===== src/sv/upc_pkg.sv =====
// Shared types and constants of the URL percent codec.
package upc_pkg;

   localparam int MaxResults = 7;
   localparam int CountW     = $clog2(MaxResults + 1);

   // Encoder lookahead codes; the unused code acts as LaDigit.
   localparam logic [1:0] LaNone  = 2'd0;
   localparam logic [1:0] LaPct   = 2'd1;
   localparam logic [1:0] LaDigit = 2'd2;

   // Decoder phase codes; the unused code acts as DecLow.
   localparam logic [1:0] DecIdle = 2'd0;
   localparam logic [1:0] DecHigh = 2'd1;
   localparam logic [1:0] DecLow  = 2'd2;

   localparam logic DirEncode = 1'b0;
   localparam logic DirDecode = 1'b1;

   typedef struct packed {
      logic [7:0] in_byte;
      logic       in_last;
   } req_type;

   typedef struct packed {
      logic [7:0] out_byte;
      logic       out_last;
   } rsp_type;

   typedef struct packed {
      logic [1:0] la_count;
      logic [7:0] la_digit;
      logic [1:0] dec_phase;
      logic [5:0] dec_high;
   } codec_state_type;

   typedef struct packed {
      rsp_type [MaxResults-1:0] entry;
      logic [CountW-1:0]        count;
   } burst_type;

endpackage


===== src/sv/url_percent_codec.sv =====
// Top level of the URL percent codec: state registers, handshakes and result buffer.
//
// The block converts a byte stream. With direction 0 it percent-encodes: letters, digits
// and - . _ ~ pass through, a '%' followed by two hex digits passes unchanged, and any
// other byte becomes '%' plus two lower-case hex digits. With direction 1 it decodes
// '%' plus two digit bytes into one byte. in_last marks the end of a string and flushes
// any pending lookahead; out_last marks the final byte that string produces.
//
// Channels: req_ takes one item per accepted cycle (req_valid high, req_stall low).
// rsp_ delivers result bytes under the same rule with rsp_stall driven by the receiver.
// csr_ writes the direction register; it is always ready and clears the codec state.
// Write it only while no results are pending.
//
// Each accepted item is converted in the cycle it is accepted and its zero to seven
// result bytes appear from the next cycle on, one per cycle while rsp_stall is low,
// from a shift buffer. A new item is taken when the buffer is empty or delivers its
// last byte in the same cycle, so with no stall a one-byte item sustains one item per cycle
// and an escaped byte holds off the next until its three bytes pass the one-byte port.
//
// A synchronous reset empties the buffer, selects encoding and clears all lookahead.
// While rsp_stall is high the head byte holds and intake stops once the buffer is busy.
module url_percent_codec
   import upc_pkg::*;
(
   input  logic    clock,
   input  logic    reset,
   input  logic    req_valid,
   output logic    req_stall,
   input  req_type req_payload,
   output logic    rsp_valid,
   input  logic    rsp_stall,
   output rsp_type rsp_payload,
   input  logic    csr_valid,
   output logic    csr_ready,
   input  logic    csr_wdata
);

   logic            dir_ff;
   logic            dir_in;
   codec_state_type st_ff;
   codec_state_type st_in;
   codec_state_type st_next;
   burst_type       burst;
   logic            accept;
   logic            pop;
   logic            not_empty;
   logic            one_left;
   logic            csr_write;

   // The converter looks at the incoming byte directly; its outcome lands in registers.
   upc_core u_core (
      .dir     (dir_ff),
      .req     (req_payload),
      .st      (st_ff),
      .st_next (st_next),
      .burst   (burst)
   );

   upc_burst u_burst (
      .clock     (clock),
      .reset     (reset),
      .load      (accept && (burst.count != '0)),
      .burst     (burst),
      .pop       (pop),
      .head      (rsp_payload),
      .not_empty (not_empty),
      .one_left  (one_left)
   );

   assign rsp_valid = not_empty;
   assign pop       = not_empty && !rsp_stall;

   // Room for a new burst exists when the buffer is empty or is handing out its last byte.
   assign req_stall = !(!not_empty || (one_left && !rsp_stall));
   assign accept    = req_valid && !req_stall;

   assign csr_ready = 1'b1;
   assign csr_write = csr_valid && csr_ready;

   // A direction write drops any pending lookahead without producing output.
   always_comb begin
      dir_in = dir_ff;
      st_in  = st_ff;
      if (csr_write) begin
         dir_in = csr_wdata;
         st_in  = '0;
      end else if (accept) begin
         st_in = st_next;
      end
   end

   always_ff @(posedge clock) begin
      if (reset) begin
         dir_ff <= DirEncode;
         st_ff  <= '0;
      end else begin
         dir_ff <= dir_in;
         st_ff  <= st_in;
      end
   end

endmodule


===== src/sv/upc_core.sv =====
// Combinational step of the codec: one input byte and the state give a burst and the next state.
module upc_core
   import upc_pkg::*;
(
   input  logic            dir,
   input  req_type         req,
   input  codec_state_type st,
   output codec_state_type st_next,
   output burst_type       burst
);

   localparam logic [7:0] ChPct   = 8'h25;
   localparam logic [7:0] ChTwo   = 8'h32;
   localparam logic [7:0] ChFive  = 8'h35;
   localparam logic [7:0] ChDash  = 8'h2D;
   localparam logic [7:0] ChDot   = 8'h2E;
   localparam logic [7:0] ChUnder = 8'h5F;
   localparam logic [7:0] ChTilde = 8'h7E;

   function automatic logic is_num(input logic [7:0] c);
      return (c >= 8'h30) && (c <= 8'h39);
   endfunction

   function automatic logic is_upper(input logic [7:0] c);
      return (c >= 8'h41) && (c <= 8'h5A);
   endfunction

   function automatic logic is_lower(input logic [7:0] c);
      return (c >= 8'h61) && (c <= 8'h7A);
   endfunction

   function automatic logic is_hex(input logic [7:0] c);
      return is_num(c) || ((c >= 8'h61) && (c <= 8'h66)) || ((c >= 8'h41) && (c <= 8'h46));
   endfunction

   function automatic logic is_plain(input logic [7:0] c);
      return is_num(c) || is_upper(c) || is_lower(c) || (c == ChDash) || (c == ChDot)
             || (c == ChUnder) || (c == ChTilde);
   endfunction

   // Letters map to 10 plus their alphabet offset, digits to their value, anything else to 0.
   function automatic logic [5:0] digit_value(input logic [7:0] c);
      logic [7:0] v;
      v = 8'd0;
      if (is_upper(c)) begin
         v = c - 8'd55;
      end else if (is_lower(c)) begin
         v = c - 8'd87;
      end else if (is_num(c)) begin
         v = c - 8'h30;
      end
      return v[5:0];
   endfunction

   function automatic logic [7:0] hex_char(input logic [3:0] nib);
      logic [7:0] r;
      if (nib < 4'd10) begin
         r = 8'h30 + {4'd0, nib};
      end else begin
         r = 8'd87 + {4'd0, nib};
      end
      return r;
   endfunction

   logic [7:0]        b;
   logic              last;
   logic [CountW-1:0] n;
   logic [1:0]        cnt;
   logic [7:0]        dig;
   logic [1:0]        ph;
   logic [5:0]        hi;
   logic              do_new;
   rsp_type [MaxResults-1:0] ents;

   always_comb begin
      b      = req.in_byte;
      last   = req.in_last;
      n      = '0;
      ents   = '0;
      cnt    = st.la_count;
      dig    = st.la_digit;
      ph     = st.dec_phase;
      hi     = st.dec_high;
      do_new = 1'b0;

      if (dir == DirEncode) begin
         unique case (cnt)
            LaNone: begin
               do_new = 1'b1;
            end
            LaPct: begin
               if (is_hex(b)) begin
                  dig = b;
                  cnt = LaDigit;
               end else begin
                  ents[n].out_byte = ChPct;  n = n + 1'b1;
                  ents[n].out_byte = ChTwo;  n = n + 1'b1;
                  ents[n].out_byte = ChFive; n = n + 1'b1;
                  cnt    = LaNone;
                  do_new = 1'b1;
               end
            end
            default: begin
               if (is_hex(b)) begin
                  ents[n].out_byte = ChPct; n = n + 1'b1;
                  ents[n].out_byte = dig;   n = n + 1'b1;
                  ents[n].out_byte = b;     n = n + 1'b1;
                  cnt = LaNone;
               end else begin
                  ents[n].out_byte = ChPct;  n = n + 1'b1;
                  ents[n].out_byte = ChTwo;  n = n + 1'b1;
                  ents[n].out_byte = ChFive; n = n + 1'b1;
                  ents[n].out_byte = dig;    n = n + 1'b1;
                  cnt    = LaNone;
                  do_new = 1'b1;
               end
            end
         endcase

         if (do_new) begin
            if (is_plain(b)) begin
               ents[n].out_byte = b; n = n + 1'b1;
            end else if (b == ChPct) begin
               cnt = LaPct;
            end else begin
               ents[n].out_byte = ChPct;          n = n + 1'b1;
               ents[n].out_byte = hex_char(b[7:4]); n = n + 1'b1;
               ents[n].out_byte = hex_char(b[3:0]); n = n + 1'b1;
            end
         end

         // End of string: a pending escape that never completed goes out as "%25" plus any held digit.
         if (last) begin
            if (cnt == LaPct) begin
               ents[n].out_byte = ChPct;  n = n + 1'b1;
               ents[n].out_byte = ChTwo;  n = n + 1'b1;
               ents[n].out_byte = ChFive; n = n + 1'b1;
            end else if (cnt != LaNone) begin
               ents[n].out_byte = ChPct;  n = n + 1'b1;
               ents[n].out_byte = ChTwo;  n = n + 1'b1;
               ents[n].out_byte = ChFive; n = n + 1'b1;
               ents[n].out_byte = dig;    n = n + 1'b1;
            end
            cnt = LaNone;
            dig = 8'd0;
         end
      end else begin
         unique case (ph)
            DecIdle: begin
               if (b == ChPct) begin
                  ph = DecHigh;
               end else begin
                  ents[n].out_byte = b; n = n + 1'b1;
               end
            end
            DecHigh: begin
               hi = digit_value(b);
               ph = DecLow;
            end
            default: begin
               ents[n].out_byte = {hi[3:0], 4'd0} | {2'd0, digit_value(b)};
               n  = n + 1'b1;
               ph = DecIdle;
               hi = 6'd0;
            end
         endcase

         // Missing digits at the end of the string count as zero.
         if (last) begin
            if (ph == DecHigh) begin
               ents[n].out_byte = 8'd0; n = n + 1'b1;
            end else if (ph != DecIdle) begin
               ents[n].out_byte = {hi[3:0], 4'd0}; n = n + 1'b1;
            end
            ph = DecIdle;
            hi = 6'd0;
         end
      end

      if (last && (n != '0)) begin
         ents[n - 1'b1].out_last = 1'b1;
      end

      st_next.la_count  = cnt;
      st_next.la_digit  = dig;
      st_next.dec_phase = ph;
      st_next.dec_high  = hi;
      burst.entry       = ents;
      burst.count       = n;
   end

endmodule


===== src/sv/upc_burst.sv =====
// Result buffer that holds one item's burst and shifts it out one byte per cycle while pop is high.
module upc_burst
   import upc_pkg::*;
(
   input  logic      clock,
   input  logic      reset,
   input  logic      load,
   input  burst_type burst,
   input  logic      pop,
   output rsp_type   head,
   output logic      not_empty,
   output logic      one_left
);

   rsp_type [MaxResults-1:0] entry_ff;
   rsp_type [MaxResults-1:0] entry_in;
   logic [CountW-1:0]        count_ff;
   logic [CountW-1:0]        count_in;

   always_comb begin
      entry_in = entry_ff;
      count_in = count_ff;
      if (load) begin
         entry_in = burst.entry;
         count_in = burst.count;
      end else if (pop) begin
         for (int i = 0; i < MaxResults - 1; i++) begin
            entry_in[i] = entry_ff[i + 1];
         end
         count_in = count_ff - 1'b1;
      end
   end

   always_ff @(posedge clock) begin
      if (reset) begin
         count_ff <= '0;
      end else begin
         count_ff <= count_in;
      end
   end

   always_ff @(posedge clock) begin
      entry_ff <= entry_in;
   end

   assign head      = entry_ff[0];
   assign not_empty = (count_ff != '0);
   assign one_left  = (count_ff == CountW'(1));

endmodule

===== config.mk =====
export PLATFORM = sky130hd
export DESIGN_NAME = url_percent_codec
export DESIGN_NICKNAME = d
export VERILOG_FILES = /design/src/sv/upc_pkg.sv /design/src/sv/url_percent_codec.sv /design/src/sv/upc_core.sv /design/src/sv/upc_burst.sv
export SDC_FILE = /design/constraint.sdc
export NUM_CORES = 1
export LEC_CHECK = 0
export BUFFER_PORTS_ARGS = -buffer_cell sky130_fd_sc_hd__buf_4
export CAP_MARGIN = 10
export CORE_ASPECT_RATIO = 1.1
export CORE_MARGIN = 10
export CORE_UTILIZATION = 40
export CTS_BUF_LIST = sky130_fd_sc_hd__clkbuf_16
export DETAILED_ROUTE_END_ITERATION = 12
export PLACE_DENSITY = 0.65
export SETUP_SLACK_MARGIN = 0.3
export SYNTH_ARGS = -nofsm -noshare
export SYNTH_HDL_FRONTEND = slang
export SYNTH_HIERARCHICAL = 1
export SYNTH_SLANG_ARGS = --single-unit

===== constraint.sdc =====
create_clock -name clock -period 7.8 [get_ports clock]
set_input_delay 1.56 -clock clock [delete_from_list [all_inputs] [get_ports clock]]
set_output_delay 1.56 -clock clock [all_outputs]
set_load 0.02 [all_outputs]

==> After elaboration in Yosys (flattened, before gate mapping) <==
Cells that the tools add are included.
Widths: inputs -> output; s select.
{ "op_classes": {"n_mux": 116, "bitwise_logic": 2, "order_cmp": 28, "n_reduce_logical": 43, "n_eq_ne": 10, "addsub": 17} }
{ "op_table": {"columns": ["op", "count"], "rows": [
  ["$mux 63", 12],
  ["$bwmux 63", 11],
  ["$demux 9 s3", 9],
  ["$mux 8", 24],
  ["$mux 54", 2],
  ["$mux 9", 8],
  ["$pmux 8 s2", 4],
  ["$mux 3", 16],
  ["$mux 6", 8],
  ["$lt 3x4->1 const B", 9],
  ["$le 8x7->1 const B", 4],
  ["$ge 3x1->1 const B", 9],
  ["$add 3x1->3 const B", 8],
  ["$eq 8x6->1 const B", 3],
  ["$mux 2", 10],
  ["$logic_and 1x1->1", 19],
  ["$add 7x4->8 const A", 2],
  ["$eq 8x7->1 const B", 2],
  ["$ge 8x7->1 const B", 2],
  ["$add 6x4->7 const A", 2],
  ["$pmux 3 s2", 2],
  ["$sub 6x6->6 const B", 2],
  ["$logic_or 1x1->1", 9],
  ["$eq 2x1->1 const B", 4],
  ["18 further kinds", 35]
]} }
{ "word_totals": {"elab_cells": 236, "ff_bits": 83, "output_inout_bits": 12, "in_bits": 15} }

==> Depth between registers and ports, before layout <==
{ "depth": {"word_depth": 30, "ltp_mapped": 28, "ltp_nobuf": 23} }

==> Cells and area by module <==
Netlist, hierarchy kept.
{ "by_module_without_submodules": {"columns": ["module", "instances", "area_each_um2", "seq_area_each_um2", "cells_each"], "rows": [
  ["upc_core", 1, 3500.9, 0.0, 606],
  ["upc_burst", 1, 2871.5, 1951.9, 156],
  ["url_percent_codec", 1, 837.1, 380.4, 88]
]} }

==> Worst setup path before layout <==
Ideal clock, no wire load.
{ "synth_timing": {"path_type": "in2reg", "from": "input port req_payload[2] (netlist name)", "to": "register u_burst/entry_ff[10] (netlist name) (enable)", "t_required_ns": 7.412, "t_arrival_ns": 7.736, "setup_slack_ns": -0.324, "n_path_buf": 8, "cell_stages": 26, "setup_ns": 0.388, "path_cell_list": "clkbuf_1 clkbuf_1 inv_1 ha_1 or4b_1 a311oi_2 a21o_1 nand3_1 clkbuf_1 o21ai_1 inv_1 ha_1 nor2_1 a21o_1 inv_1 clkbuf_1 buf_2 ha_1 clkbuf_1 o21ai_0 a22oi_1 o21ai_1 o31a_4 buf_6 buf_6 or2_2"} }
{ "synth_rtl": {"columns": ["element", "line_no", "rtl"], "rows": [
  ["from (decl)", "url_percent_codec.sv:29", "input req_type req_payload,"],
  ["to (signal assigned)", "upc_burst.sv:43", "entry_ff <= entry_in;"],
  ["to (decl)", "upc_burst.sv:15", "rsp_type [MaxResults-1:0] entry_ff;"]
]} }

==> metrics.md <==
| Metric | Value |
|---|---|
| Area Growth Syn to Fin | `7.002%` |
| Antenna-violating nets left | `0` |
| Min cycle time layout | `7.159 ns` |
| Run status | `finished, final reports clean` |
| Startpoint Class | `input pin` |
| HPWL after DPL | `18140 µm` |
| Routed wire per std cell | `24.40 µm` |
| Max-slew violations | `0` |
| Final core utilization | `43.21%` |
| Final net count | `842` |
| CTS buffer count | `9` |
| DRC violations left | `0` |
| Critical path origin | `req_payload[2]` |
| Synth warn | `6` |
| Crit path DAT | `7.26 ns` |
| Sw Share | `35.04%` |
| Worst Setup End Kind | `flip-flop` |
| DR pass1 iterations | `6` |
| Pre-CTS setup slack | `0.3836 ns` |
| Final Cell Area | `7610 µm²` |
| Mapped Avg Cell Area | `8.497 µm²` |
| Dpl cells | `1038` |
| NetSw | `0.0006937 W` |
| GR Overflow Total | `0` |
| CTS Buffer Depth | `2` |
| Final setup viols | `0` |
| H-Tree Depth | `3` |
| Non-filler instance count after layout | `1054` |
| Initial antenna violation count | `0` |
| IO Port Bufs | `25` |
| Clock power share | `20.9%` |
| Die area | `23520 µm²` |
| Placer's final routability congestion estimate | `1.101` |
| Die X | `147.1 µm` |
| Number of antenna diodes | `0` |
| First DRT Iteration DRCs | `907` |
| Clock Latency Late Sink | `0.35 ns` |
| # rows | `51` |
| Hold Crit Class | `reg -> reg` |
| Post-route setup slack | `0.6405 ns` |
| Crit-path max FO | `19` |
| Clock Tree Root | `clkbuf_16` |
| VDD IR max | `223.3 µV` |
| Post-Route WL | `25710 µm` |
| CTS tree | `done` |
| Final setup TNS | `0 ns` |
| Tightest Pin Transition | `1.238 ns` |
| Comb power frac | `38.5%` |
| Gr usage total | `21.22%` |
| FF-to-FF Start | `st_ff[16]` |
| DR vias | `6770` |
| Hold Violations, Final | `0` |
| First-pass GRT wire length | `39400 µm` |
| Ports | `27` |
| WS Path Type | `in -> reg` |
| Unrepaired setup endpoints after global routing | `false` |
| Mapped Cells | `837` |
| Hold wc startpoint | `st_ff[0]` |
| Synthesized area | `7112 µm²` |
| Layout cells sized above 1 | `17.52%` |
| Data required, critical path | `7.90 ns` |
| Hold Buf Count CTS | `0` |
| Core ar. | `17610 µm²` |
| Lkg Pwr | `2.633 nW` |
| Die Height | `159.8 µm` |
| Power per cell area | `260.1 nW/µm²` |
| Clk_skew | `0.01494 ns` |
| Internal | `0.001286 W` |
| Worst slew margin | `17.19%` |
| Maximum achievable frequency | `139.7 MHz` |
| Reg power frac | `40.6%` |
| DP Area | `7325 µm²` |
| Avg Vias per Cell | `6.423` |
| Final period utilization | `91.79%` |
| Vias in the first global route | `6415` |
| Largest net degree at the start of global routing | `71` |
| Worst-path clk slew | `0.07 ns` |
| Max_cap viols | `0` |
| Starting Density | `40.38%` |
| Clk sinks | `83` |
==> final cells by class <==
cell class                      instances  area (µm²)
Inverter                               21       78.83
Clock inverter                          7       51.30
Sequential cell                        83        2293
Timing Repair Buffer                   44       342.8
Multi-Input combinational cell        652        4320
Tap cell                              238       297.8
Fill cell                            1800       10000
Clock buffer                            9       225.2
==> per-stage QoR <==
stage	hold WS, ns	total power [W]
4_1_cts	0.4944	0.001999
5_1_grt	0.5242	0.002091
3_3_place_gp	0.4652	0.001570
2_1_floorplan	0.4335	0.001418
6_report	0.4956	0.001980
3_5_place_dp	0.4815	0.001579
==> layer usage <==
| layer | routed length, µm | track usage, % |
|---|---|---|
| met1 | 10360 | 26.97 |
| met2 | 11450 | 32.53 |
| met3 | 2330 | 4.692 |
| met4 | 1574 | 11.99 |
| met5 | 0 | 0 |
==> cells in the final DEF (no fill, tap or decap), drive strengths merged, types with 5 or more instances in the layout <==
cell,n
nand2,116
nor2,71
edfxtp,63
o21ai,60
mux2,57
a21oi,44
buf,44
inv,23
mux2i,20
dfxtp,20
a22oi,17
ha,16
a31oi,15
nor3,14
nand3,13
or3,13
a22o,11
clkbuf,9
a21o,8
and3,8
o211ai,8
o22ai,8
nand2b,8
xnor2,8
and2,8
nor2b,7
nand3b,7
o31ai,7
a32oi,7
a21boi,7
o32ai,6
a211oi,6
a311oi,6
or2,6
conb,5
o311ai,5
nand4,5
a211o,5
clkinv,5
==> power by group through the flow <==
stage	Sequential, W	Combinational, W	Clock [W]
floorplan	0.000781	0.000636	0
global placement	0.000815	0.000755	0
detailed placement	0.000817	0.000762	0
CTS	0.000807	0.000766	0.000426
global route	0.000821	0.000827	0.000443
finish	0.000804	0.000762	0.000414
==> final timing paths <==
| path | end | slack, ns | depth (start not counted) |
|---|---|---|---|
| min reg2reg | st_ff[0] | 0.50 | 2 |
| min | st_ff[0] | 0.50 | 2 |
| max | u_burst/entry_ff[42] | 0.64 | 21 |
| max reg2reg | u_burst/entry_ff[42] | 2.98 | 15 |
==> registers in the layout, indices dropped and copies added (netlist names) <==
register and cells:
st_ff 16, u_burst/entry_ff 54, u_burst/head 9, u_burst/count_ff 3
dir_ff 1
==> worst max-delay path: stages <==
cell      delay [ns]
buf_4           0.19
inv_1           0.23
ha_1            0.31
or4b_1          0.47
a311oi_2        0.36
a21o_1          0.21
nand3_1         0.30
o21ai_2         0.39
inv_1           0.15
ha_1            0.39
nor2_1          0.18
a21o_1          0.16
inv_1           0.06
ha_1            0.25
or3_1           0.43
nand2_1         0.18
xnor2_2         0.23
and2_0          0.37
a222oi_1        0.35
o21ai_0         0.19
mux2_2          0.30
==> what timing repair did <==
| action | 4_1_cts | 5_1_grt |
|---|---|---|
| buffers inserted | 0 | 0 |
| endpoints found under the setup margin | 0 | 3 |
| resized for setup | 0 | 1 |
Note: power is estimated with default switching activity, not from simulation.
